==> config.mk <==
export PLATFORM = sky130hd
export DESIGN_NAME = module_status_state_machine_core
export DESIGN_NICKNAME = d
export VERILOG_FILES = /design/src/hw/rtl/mss_pkg.sv /design/src/hw/rtl/mss_cfg.sv /design/src/hw/rtl/mss_step.sv /design/src/hw/rtl/module_status_state_machine_core.sv
export SDC_FILE = /design/constraint.sdc
export NUM_CORES = 1
export LEC_CHECK = 0
export ABC_AREA = 1
export BUFFER_PORTS_ARGS = -buffer_cell sky130_fd_sc_hd__buf_2
export CAP_MARGIN = 20
export CORE_UTILIZATION = 45
export CTS_CLUSTER_SIZE = 10
export DETAILED_ROUTE_END_ITERATION = 10
export PLACE_DENSITY = 0.66
export SYNTH_ARGS = -nofsm -noshare
export SYNTH_HDL_FRONTEND = slang
export SYNTH_SLANG_ARGS = --single-unit
==> constraint.sdc <==
create_clock -name clk -period 3.38 [get_ports clk]
set_input_delay 0.169 -clock clk [delete_from_list [all_inputs] [get_ports clk]]
set_output_delay 0.169 -clock clk [all_outputs]
set_load 0.01 [all_outputs]
==> src/hw/rtl/mss_pkg.sv <==
// ----------------------------------------------------------------------------
// mss_pkg: shared types and constants for the module status state machine
// State codes, command codes, register indexes and reset values.
// ----------------------------------------------------------------------------
package mss_pkg;

  localparam int unsigned TimeW  = 16;
  localparam int unsigned StateW = 3;
  localparam int unsigned CmdW   = 2;
  localparam int unsigned CfgIdxW = 2;

  // state / LED effect codes
  localparam logic [StateW-1:0] ST_BOOT        = 3'd0;
  localparam logic [StateW-1:0] ST_NORMAL      = 3'd1;
  localparam logic [StateW-1:0] ST_HIT         = 3'd2;
  localparam logic [StateW-1:0] ST_FAULT       = 3'd3;
  localparam logic [StateW-1:0] ST_LINK_DOWN   = 3'd4;
  localparam logic [StateW-1:0] ST_ID_SETUP    = 3'd5;
  localparam logic [StateW-1:0] ST_ID_CONFLICT = 3'd6;

  // command codes
  localparam logic [CmdW-1:0] CMD_TICK = 2'd0;
  localparam logic [CmdW-1:0] CMD_COMM = 2'd1;
  localparam logic [CmdW-1:0] CMD_ID   = 2'd2;
  localparam logic [CmdW-1:0] CMD_HIT  = 2'd3;

  // register indexes
  localparam logic [CfgIdxW-1:0] REG_BOOT_TIME = 2'd0;
  localparam logic [CfgIdxW-1:0] REG_HIT_TIME  = 2'd1;
  localparam logic [CfgIdxW-1:0] REG_ID_SHOW   = 2'd2;

  localparam logic [TimeW-1:0] BOOT_TIME_RST = 16'd300;
  localparam logic [TimeW-1:0] HIT_TIME_RST  = 16'd300;
  localparam logic [TimeW-1:0] ID_SHOW_RST   = 16'd1000;
  localparam logic [TimeW-1:0] DWELL_MAX     = 16'hFFFF;

  typedef struct packed {
    logic [TimeW-1:0] boot_time_ms;
    logic [TimeW-1:0] hit_time_ms;
    logic [TimeW-1:0] id_show_ms;
  } cfg_t;

  typedef struct packed {
    logic [StateW-1:0] mode;
    logic [TimeW-1:0]  dwell;
    logic              link_lost;
    logic              effect_set;
    logic [StateW-1:0] effect;
  } step_t;

endpackage

==> src/hw/rtl/mss_cfg.sv <==
// ----------------------------------------------------------------------------
// mss_cfg: configuration register file
// Holds the three time-out registers, written through the cfg channel.
// ----------------------------------------------------------------------------
module mss_cfg import mss_pkg::*; (
  input  logic               clk,
  input  logic               rst_n,
  input  logic               wr_en,
  input  logic [CfgIdxW-1:0] wr_index,
  input  logic [TimeW-1:0]   wr_data,
  output cfg_t               cfg
);

  cfg_t cfg_r;
  cfg_t cfg_nxt;

  always_comb begin
    cfg_nxt = cfg_r;
    if (wr_en) begin
      unique case (wr_index)
        REG_BOOT_TIME: cfg_nxt.boot_time_ms = wr_data;
        REG_HIT_TIME:  cfg_nxt.hit_time_ms  = wr_data;
        REG_ID_SHOW:   cfg_nxt.id_show_ms   = wr_data;
        default:       cfg_nxt = cfg_r;  // index beyond the list: drop
      endcase
    end
  end

  always_ff @(posedge clk) begin
    if (!rst_n) begin
      cfg_r.boot_time_ms <= BOOT_TIME_RST;
      cfg_r.hit_time_ms  <= HIT_TIME_RST;
      cfg_r.id_show_ms   <= ID_SHOW_RST;
    end else begin
      cfg_r <= cfg_nxt;
    end
  end

  assign cfg = cfg_r;

endmodule

==> src/hw/rtl/mss_step.sv <==
// ----------------------------------------------------------------------------
// mss_step: next-state logic for one beat
// Computes mode, dwell count, link-lost latch and LED effect from one command.
// ----------------------------------------------------------------------------
module mss_step import mss_pkg::*; (
  input  logic [StateW-1:0] mode,
  input  logic [TimeW-1:0]  dwell,
  input  logic              link_lost,
  input  cfg_t              cfg,
  input  logic [CmdW-1:0]   cmd,
  input  logic              flag,
  input  logic              fault_present,
  output step_t             step
);

  logic              enter_en;
  logic [StateW-1:0] enter_st;
  logic [TimeW-1:0]  dwell_inc;
  logic [TimeW-1:0]  dwell_hold;
  logic              latch_nxt;

  assign dwell_inc = (dwell == DWELL_MAX) ? dwell : dwell + 16'd1;

  always_comb begin
    enter_en   = 1'b0;
    enter_st   = ST_NORMAL;
    dwell_hold = dwell;
    latch_nxt  = link_lost;
    unique case (cmd)
      CMD_TICK: begin
        dwell_hold = dwell_inc;
        if (fault_present) begin
          if (mode != ST_FAULT) begin
            enter_en = 1'b1;
            enter_st = ST_FAULT;
          end
        end else if (link_lost) begin
          if (mode != ST_LINK_DOWN) begin
            enter_en = 1'b1;
            enter_st = ST_LINK_DOWN;
          end
        end else begin
          // time out to normal; fault clears at once
          unique case (mode)
            ST_BOOT:        enter_en = (dwell_inc >= cfg.boot_time_ms);
            ST_HIT:         enter_en = (dwell_inc >= cfg.hit_time_ms);
            ST_FAULT:       enter_en = 1'b1;
            ST_ID_SETUP,
            ST_ID_CONFLICT: enter_en = (dwell_inc >= cfg.id_show_ms);
            default:        enter_en = 1'b0;
          endcase
        end
      end
      CMD_COMM: begin
        latch_nxt = flag;
        if (flag) begin
          enter_en = (mode != ST_FAULT);
          enter_st = ST_LINK_DOWN;
        end else begin
          enter_en = (mode == ST_LINK_DOWN);
        end
      end
      CMD_ID: begin
        enter_en = 1'b1;
        enter_st = flag ? ST_ID_CONFLICT : ST_ID_SETUP;
      end
      default: begin
        enter_en = (mode == ST_NORMAL) || (mode == ST_HIT);
        enter_st = ST_HIT;
      end
    endcase

    step.link_lost  = latch_nxt;
    step.effect_set = enter_en;
    step.mode       = enter_en ? enter_st : mode;
    step.dwell      = enter_en ? '0 : dwell_hold;
    step.effect     = enter_en ? enter_st : '0;
  end

endmodule

==> src/hw/rtl/module_status_state_machine_core.sv <==
// ----------------------------------------------------------------------------
// module_status_state_machine_core: status LED state controller
// Input register, single-pass next-state logic, result register.
// ----------------------------------------------------------------------------
// Path: an input beat goes through the input register, then the result register.
// Throughput: one beat per cycle unless the result side stalls.
// Reset: synchronous; mode boot, dwell 0, link-lost latch clear, time-outs
// 300/300/1000, both pipeline registers empty. No result is produced by reset.
module module_status_state_machine_core import mss_pkg::*; (
  input  logic               clk,
  input  logic               rst_n,
  input  logic               in_valid,
  output logic               in_ready,
  input  logic [CmdW-1:0]    in_cmd,
  input  logic               in_flag,
  input  logic               in_fault_present,
  output logic               out_valid,
  input  logic               out_ready,
  output logic [StateW-1:0]  out_state,
  output logic               out_effect_set,
  output logic [StateW-1:0]  out_effect,
  input  logic               cfg_valid,
  output logic               cfg_ready,
  input  logic [CfgIdxW-1:0] cfg_index,
  input  logic [TimeW-1:0]   cfg_data
);

  cfg_t cfg;

  logic              in_v_r;
  logic [CmdW-1:0]   cmd_r;
  logic              flag_r;
  logic              fault_r;
  logic              out_v_r;
  logic [StateW-1:0] out_state_r;
  logic              out_fx_set_r;
  logic [StateW-1:0] out_fx_r;
  logic [StateW-1:0] mode_r;
  logic [TimeW-1:0]  dwell_r;
  logic              latch_r;
  logic              adv;
  step_t             step;

  assign cfg_ready = 1'b1;

  mss_cfg u_cfg (
    .clk      (clk),
    .rst_n    (rst_n),
    .wr_en    (cfg_valid),
    .wr_index (cfg_index),
    .wr_data  (cfg_data),
    .cfg      (cfg)
  );

  mss_step u_step (
    .mode          (mode_r),
    .dwell         (dwell_r),
    .link_lost     (latch_r),
    .cfg           (cfg),
    .cmd           (cmd_r),
    .flag          (flag_r),
    .fault_present (fault_r),
    .step          (step)
  );

  // advance the held beat when the result register is free or being drained
  assign adv      = in_v_r && (!out_v_r || out_ready);
  assign in_ready = !in_v_r || adv;

  always_ff @(posedge clk) begin
    if (!rst_n) begin
      in_v_r  <= 1'b0;
      out_v_r <= 1'b0;
      mode_r  <= ST_BOOT;
      dwell_r <= '0;
      latch_r <= 1'b0;
    end else begin
      if (in_ready) begin
        in_v_r <= in_valid;
      end
      if (adv) begin
        out_v_r <= 1'b1;
        mode_r  <= step.mode;
        dwell_r <= step.dwell;
        latch_r <= step.link_lost;
      end else if (out_ready) begin
        out_v_r <= 1'b0;
      end
    end
  end

  always_ff @(posedge clk) begin
    if (in_ready && in_valid) begin
      cmd_r   <= in_cmd;
      flag_r  <= in_flag;
      fault_r <= in_fault_present;
    end
    if (adv) begin
      out_state_r  <= step.mode;
      out_fx_set_r <= step.effect_set;
      out_fx_r     <= step.effect;
    end
  end

  assign out_valid      = out_v_r;
  assign out_state      = out_state_r;
  assign out_effect_set = out_fx_set_r;
  assign out_effect     = out_fx_r;

`ifndef SYNTHESIS
  a_effect_is_state: assert property (@(posedge clk) disable iff (!rst_n)
    out_v_r && out_fx_set_r |-> out_fx_r == out_state_r)
    else $error("effect code differs from the state entered");

  a_enter_clears_dwell: assert property (@(posedge clk) disable iff (!rst_n)
    adv && step.effect_set |=> dwell_r == '0)
    else $error("dwell count not cleared on state entry");

  a_reset_empty: assert property (@(posedge clk)
    !rst_n |=> !in_v_r && !out_v_r)
    else $error("pipeline not empty after reset");

  a_state_matches_out: assert property (@(posedge clk) disable iff (!rst_n)
    adv |=> out_state_r == mode_r)
    else $error("reported state differs from held mode");
`endif

endmodule

==> out/qor.yml, run 1 <==
worst_setup_path:
  endpoint_kind: "flip-flop"
  path_buf_inv: 2
  cp_slowest_cell: "dfxtp_2"
  r2r-start: "dwell_r[4]"
  path_class: "reg -> reg"
  path_common_cell: "nand2_1"
  arrival_ns: 3.75
  r2r-end: "dwell_r[4]"
  crit_family: "simple AND/OR/NAND/NOR gates"
  path_max_fanout: 7
  rrSetupSlack_ns: -0.07
  worst_r2r_path_depth: 30
  worst-path-stages: 30
  worstPathRequired_ns: 3.68
  start_kind: "flip-flop"
  crit_path_max_incr_delay_ns: 0.35
detailed_routing:
  ant_nets: 0
  num_vias: 4450
  drt_iter0_markers: 193
  wl_per_cell_um: 13.3
  wl_mm: 11.8
  drtPass1Iterations: 4
  viasPerCell: 5.00
  drc: 0
synthesis:
  ys_ff_latch: 81
  synth-main-ff-cell: "dfxtp_1"
  syn_area_um2: 4880
  synth_edf_count: 11
  ys_warn_count: 0
  seq_area_frac_synth_pct: 35.5
  ys_types: 38
  synthArstFlopShare_pct: 0
  syn_nets: 760
  syn_area_per_cell_um2: 7.14
  syn_inst: 684
power:
  p_total_mw: 2.37
  pwr_density_cell_nw_per_um2: 399
  ir_drop_v: 0.000329
  cellLeakagePower_nw: 2.94
final_layout:
  finish.utilization_pct: 57.1
  area_growth_pct: 21.7
  drive_above_1_share_pct: 21.9
  multi_input_area_um2: 2830
  regArea_um2: 1740
  layout_common_cells: "nand2_1 (127), inv_1 (111), nor2_1 (70), dfxtp_1 (63), a21oi_1 (58)"
  n_antenna_cell: 0
  nFillCells: 960
  final_common_cell: "nand2_1"
  fin_nets: 825
  design_area_um2: 5940
timing:
  slew_violations: 0
  relSlewSlack_pct: 51.3
  finClkSkew_ns: 0.00944
  hold_violations: 0
  fmax_ghz: 0.290
  timing.final.ws_setup_ns: -0.0709
  min_period_ns: 3.45
  finalCritPeriodShare_pct: 102
  finalSetupViolCount: 16
  worst_pin_slew_ns: 0.729
  tns_ns: -0.456
  grt_setup_unrepaired: "true"
grt:
  grt_usage_pct: 22.7
  antenna_found_initial: 0
  overflow: 0
  grt_max_degree: 45
  grt_pass1_vias: 4562
  grt_pass1_wl_mm: 20.1
clock_network:
  htree_levels: 3
  clkTransAtPathRegs_ns: 0.08
  cts.path.max_buffers: 2
  clock_latency_ns: 0.37
  cts_root_buffer: "clkbuf_8"
  cts_tree: "yes"
  cts_made_buffers: 9
  cts.sinks: 81
floorplanning:
  rows: 37
  die_area_um2: 11300
  fp.coreArea_um2: 10400
  start_util_pct: 46.9
  num_io_pins: 37
  fp.dieH_um: 106
  dieWidth_um: 106
run_status:
  status: "finished, violations left"
  violations: "setup timing"
worst_hold_path:
  whs_endpoint: "u_cfg.cfg[9]"
  min_path_cells: 3
  hp-class: "in -> reg"
  min_from: "cfg_data[9]"
placed_design:
  io_buffers: 35
  hpwl_mm: 8.42
  place_area_um2: 5330
  place_congestion: 0.935
  dp_slack_ns: -0.0277
run:
  maxCapViolations: 0
## sequential cells by signal, summed over array words and instances (netlist names)
name	cells
dwell_r	16
u_cfg.cfg	48
latch_r	1
out_state	3
in_v_r	1
out_valid	1
out_effect_set	1
cmd_r	2
out_effect	3
mode_r	3
flag_r	1
fault_r	1
## Yosys cell counts (2+ instances only)
cell type | count | share of area, %
nand2_1 | 143 | 11
inv_1 | 117 | 9.0
nor2_1 | 83 | 6.4
dfxtp_1 | 70 | 29
a21oi_1 | 59 | 6.0
ha_1 | 49 | 13
o21ai_0 | 40 | 4.1
nand3_1 | 17 | 1.7
o211ai_1 | 14 | 2.2
clkbuf_1 | 11 | 0.85
edfxtp_1 | 11 | 6.8
xor2_1 | 10 | 1.8
nand2_2 | 6 | 0.77
nand4_1 | 6 | 0.77
nor3_1 | 6 | 0.61
inv_2 | 5 | 0.38
buf_6 | 4 | 0.92
clkinv_1 | 3 | 0.23
nand3_2 | 3 | 0.61
nor2_2 | 3 | 0.38
nor3_2 | 3 | 0.61
o21bai_1 | 3 | 0.46
a21oi_2 | 2 | 0.36
o21ai_1 | 2 | 0.20
## metrics by stage
step	std cells	hold slack, ns
floorplan	684	0.268
global placement	861	0.347
detailed placement	861	0.350
CTS	889	0.0240
global route	890	0.0357
finish	890	0.0330
## metal layers
metal	vias to the layer above	share of wire, %	global-route usage, %
met3	32	4.6	6.19
li1	2296	-	-
met2	97	51	40.1
met4	0	2.4	10.9
met1	2025	42	25.1
met5	-	0	0
## where the power goes
| part | internal, mW | leakage (nW) | switching [mW] | total (mW) |
|---|---|---|---|---|
| Sequential | 1.04 | 0.682 | 0.0298 | 1.07 |
| Combinational | 0.215 | 2.16 | 0.331 | 0.546 |
| Clock | 0.412 | 0.0997 | 0.350 | 0.762 |
## worst max-delay path by stage
stage	endpoint	slack, ns	startpoint
6_report	dwell_r[4]	-0.07	dwell_r[4]
5_1_grt	dwell_r[13]	-0.30	dwell_r[4]
4_1_cts	dwell_r[5]	-0.006	dwell_r[3]
3_5_place_dp	dwell_r[0]	-0.03	dwell_r[0]
3_3_place_gp	dwell_r[8]	0.04	dwell_r[3]
2_1_floorplan	out_state[1]	0.39	dwell_r[0]
## worst reg2reg max path: cells and delay by family (launching register included)
| kind | cells | cell delay, ns |
|---|---|---|
| DFF | 1 | 0.35 |
| xor gates and xnor gates | 1 | 0.19 |
| and+or+nand+nor | 26 | 2.24 |
| buffers and inverters | 2 | 0.30 |
| adders and majority gates | 1 | 0.29 |
## cell type report
type / count / share of cell area (%)
Sequential cell: 81 / 29.3
Multi-Input combinational cell: 458 / 47.6
Clock buffer: 12 / 2.27
Tap cell: 136 / 2.86
Clock inverter: 4 / 1.14
Inverter: 126 / 8.08
Timing Repair Buffer: 73 / 8.74
## kinds of logic (layout without fill, tap and decap cells)
family	after synthesis	count (layout)	synth area share (%)
simple gates	274	274	24.0
buf+inv	145	215	12.1
compound gates	124	124	14.0
flops	81	81	35.5
fa+ha+maj	49	49	12.6
xor+xnor	10	10	1.79
other cells	1	1	0.0768
## what timing repair did
action	4_1_cts	5_1_grt
setup endpoints to repair	16	25
hold endpoints to repair	4	0
buffers inserted	6	4
cloned	2	0
resized for setup	32	46
hold buffers	4	0
pin swaps	1	27
(Power assumes the default switching activity.)
==> run 2: changes to the inputs <==
CORE_ASPECT_RATIO = 1.2   (was default)
==> run 2 against run 1 <==
Effect of this change: the flow still finishes with violations (setup timing); clock skew decreased by 0.0032 ns; hold slack improved by 0.046 ns; maximum frequency decreased by 2.6%; count of clock-buffer cells in the layout increased by 1; via count increased by 3.2%; cell area increased by 7.4%; critical path depth decreased by 1; core utilization increased by 3.6 points; highest routed layer unchanged; worst setup slack got worse by 0.093 ns; clock power increased by 30%; first-iteration DRC count increased by 6.2%.
==> out/qor.yml, run 2 (synthesis results as in run 1) <==
grt:
  grt_usage_pct: 22.0  # -0.75 points
  grt_pass1_vias: 4442  # -2.6%
  overflow: 0  # unchanged
  grt_max_degree: 65  # +44%
  grt_pass1_wl_mm: 19.8  # -1.1%
  antenna_found_initial: 0  # unchanged
timing:
  tns_ns: -2.91  # -2.45 ns
  hold_violations: 0  # unchanged
  worst_hold_slack_ns: 0.0793  # +0.0463 ns
  relSlewSlack_pct: 53.4  # +2.1 points
  finalCritPeriodShare_pct: 105  # +2.8 points
  min_period_ns: 3.54  # +0.0933 ns
  finClkSkew_ns: 0.00619  # -0.00324 ns
  worst_pin_slew_ns: 0.698  # -0.0320 ns
  timing.final.ws_setup_ns: -0.164  # -0.0933 ns
  grt_setup_unrepaired: "true"
  fmax_ghz: 0.282  # -2.6%
  finalSetupViolCount: 23  # +7
  slew_violations: 0  # unchanged
final_layout:
  largest_reg_flops: 48  # unchanged
  finish.utilization_pct: 60.7  # +3.6 points
  n_antenna_cell: 0  # unchanged
  final_common_cell: "nand2_1"
  design_area_um2: 6380  # +7.4%
  area_growth_pct: 30.7
  final-instance-count-excl-fill: 894  # +0.45%
  drive_above_1_share_pct: 26.7  # +4.8 points
  fin_nets: 836  # +1.3%
  layout_common_cells: "nand2_1 (127), inv_1 (109), nor2_1 (65), dfxtp_1 (62), a21oi_1 (56)"
worst_hold_path:
  whs_endpoint: "u_cfg.cfg[6]"
  min_from: "cfg_data[6]"
  min_path_cells: 3  # unchanged
  hp-class: "in -> reg"
floorplanning:
  fp.coreArea_um2: 10500  # +0.96%
  fp.dieH_um: 116  # +9.4%
  start_util_pct: 46.4  # -0.45 points
  num_io_pins: 37  # unchanged
  dieWidth_um: 97.1  # -8.5%
  rows: 41  # +11%
  die_area_um2: 11300  # about the same
worst_setup_path:
  endpoint_kind: "flip-flop"
  path_max_fanout: 8  # +1
  cp_slowest_cell: "dfxtp_2"
  r2r-end: "dwell_r[4]"
  crit_path_max_incr_delay_ns: 0.35  # about the same
  path_class: "reg -> reg"
  r2r-start: "dwell_r[1]"
  start_kind: "flip-flop"
  worstPathRequired_ns: 3.61  # -0.07 ns
  arrival_ns: 3.78  # +0.03 ns
  worst_r2r_path_depth: 29  # -3.3%
  path_common_cell: "nor2_1"
  rrSetupSlack_ns: -0.16  # -0.09 ns
placed_design:
  io_buffers: 35  # unchanged
  place_congestion: 0.860  # -8.0%
  dp_slack_ns: -0.0511  # -0.0234 ns
  dp_cells: 857  # -0.46%
  place_area_um2: 5340  # +0.26%
  hpwl_mm: 8.42  # about the same
power:
  pwr_density_cell_nw_per_um2: 421  # +5.4%
  cellLeakagePower_nw: 3.07  # +4.2%
  p_int_mw: 1.91  # +15%
  combPwrFrac_pct: 23.2  # +0.2 points
  swShare_pct: 29.1  # -0.87 points
  ir_drop_v: 0.000240  # -27%
  seq_power_share_pct: 39.9  # -5.0 points
  p_total_mw: 2.69  # +13%
  pwr-share-clk_pct: 36.9  # +4.8 points
  switchingPower_mw: 0.780  # +9.9%
run_status:
  status: "finished, violations left"
  violations: "setup timing"
clock_network:
  htree_levels: 3  # unchanged
  clock_latency_ns: 0.34  # -0.03 ns
  cts_made_buffers: 9  # unchanged
  clkTransAtPathRegs_ns: 0.06  # -0.02 ns
  cts_root_buffer: "clkbuf_16"
  cts.path.max_buffers: 2  # unchanged
  cts_tree: "yes"
  cts.sinks: 81  # unchanged
run:
  maxCapViolations: 0  # unchanged
detailed_routing:
  drtPass1Iterations: 5  # +1
  drt_iter0_markers: 205  # +6.2%
  wl_mm: 12.7  # +7.3%
  ant_nets: 0  # unchanged
  drc: 0  # unchanged
  wl_per_cell_um: 14.2  # +6.8%
  viasPerCell: 5.14  # +2.7%
  num_vias: 4591  # +3.2%
run 2: cell types whose count changed in the layout (fill, tap and decap cells not counted), sizes merged:
| cell | change |
|---|---|
| buf | +10 |
| clkbuf | +2 |
| bufinv | -1 |
| clkinv | -1 |
| clkinvlp | +1 |
run 2: metal layers:
metal / share of wire [%] / track usage, % / wire [µm]
met4: 2.3 / 8.06 / 286
met3: 4.4 / 4.07 / 564
met5: 0 / 0 / 0
met2: 51 / 39.6 / 6470
met1: 42 / 26.3 / 5370
run 2: critical path, delay by kind of cell (launching register included):
| family | cells | cell delay [ns] |
|---|---|---|
| flops | 1 | 0.35 |
| compound gates | 2 | 0.29 |
| xor+xnor | 1 | 0.17 |
| buf+inv | 6 | 0.80 |
| simple gates | 18 | 1.36 |
| fa+ha+maj | 2 | 0.45 |
run 2: area by class of cell:
class	count	area, µm²
Multi-Input combinational cell	458	3040
Fill cell	869	4130
Sequential cell	81	1740
Clock inverter	3	40.0
Timing Repair Buffer	84	659
Clock buffer	13	260
Inverter	126	479
Tap cell	129	161
run 2: worst max-delay path by stage:
stage,startpoint,endpoint,cells past startpoint
2_1_floorplan,dwell_r[0],out_state[1],28
3_3_place_gp,dwell_r[3],dwell_r[2],28
3_5_place_dp,dwell_r[3],dwell_r[7],28
4_1_cts,dwell_r[3],dwell_r[7],30
5_1_grt,dwell_r[5],dwell_r[7],28
6_report,dwell_r[1],dwell_r[4],29
run 2: power groups by stage:
stage	sequential, mW	clock (mW)	combinational [mW]
3_5_place_dp	1.09	0	0.483
4_1_cts	1.07	1.00	0.538
3_3_place_gp	1.08	0	0.468
2_1_floorplan	1.08	0	0.340
6_report	1.07	0.992	0.623
5_1_grt	1.08	1.05	0.698
run 2: timing repair:
action,4_1_cts,5_1_grt
cloned,2,1
setup endpoints to repair,26,26
hold endpoints to repair,2,2
setup buffers,8,7
hold buffers,2,2
pin swaps,12,46
resized for setup,41,70
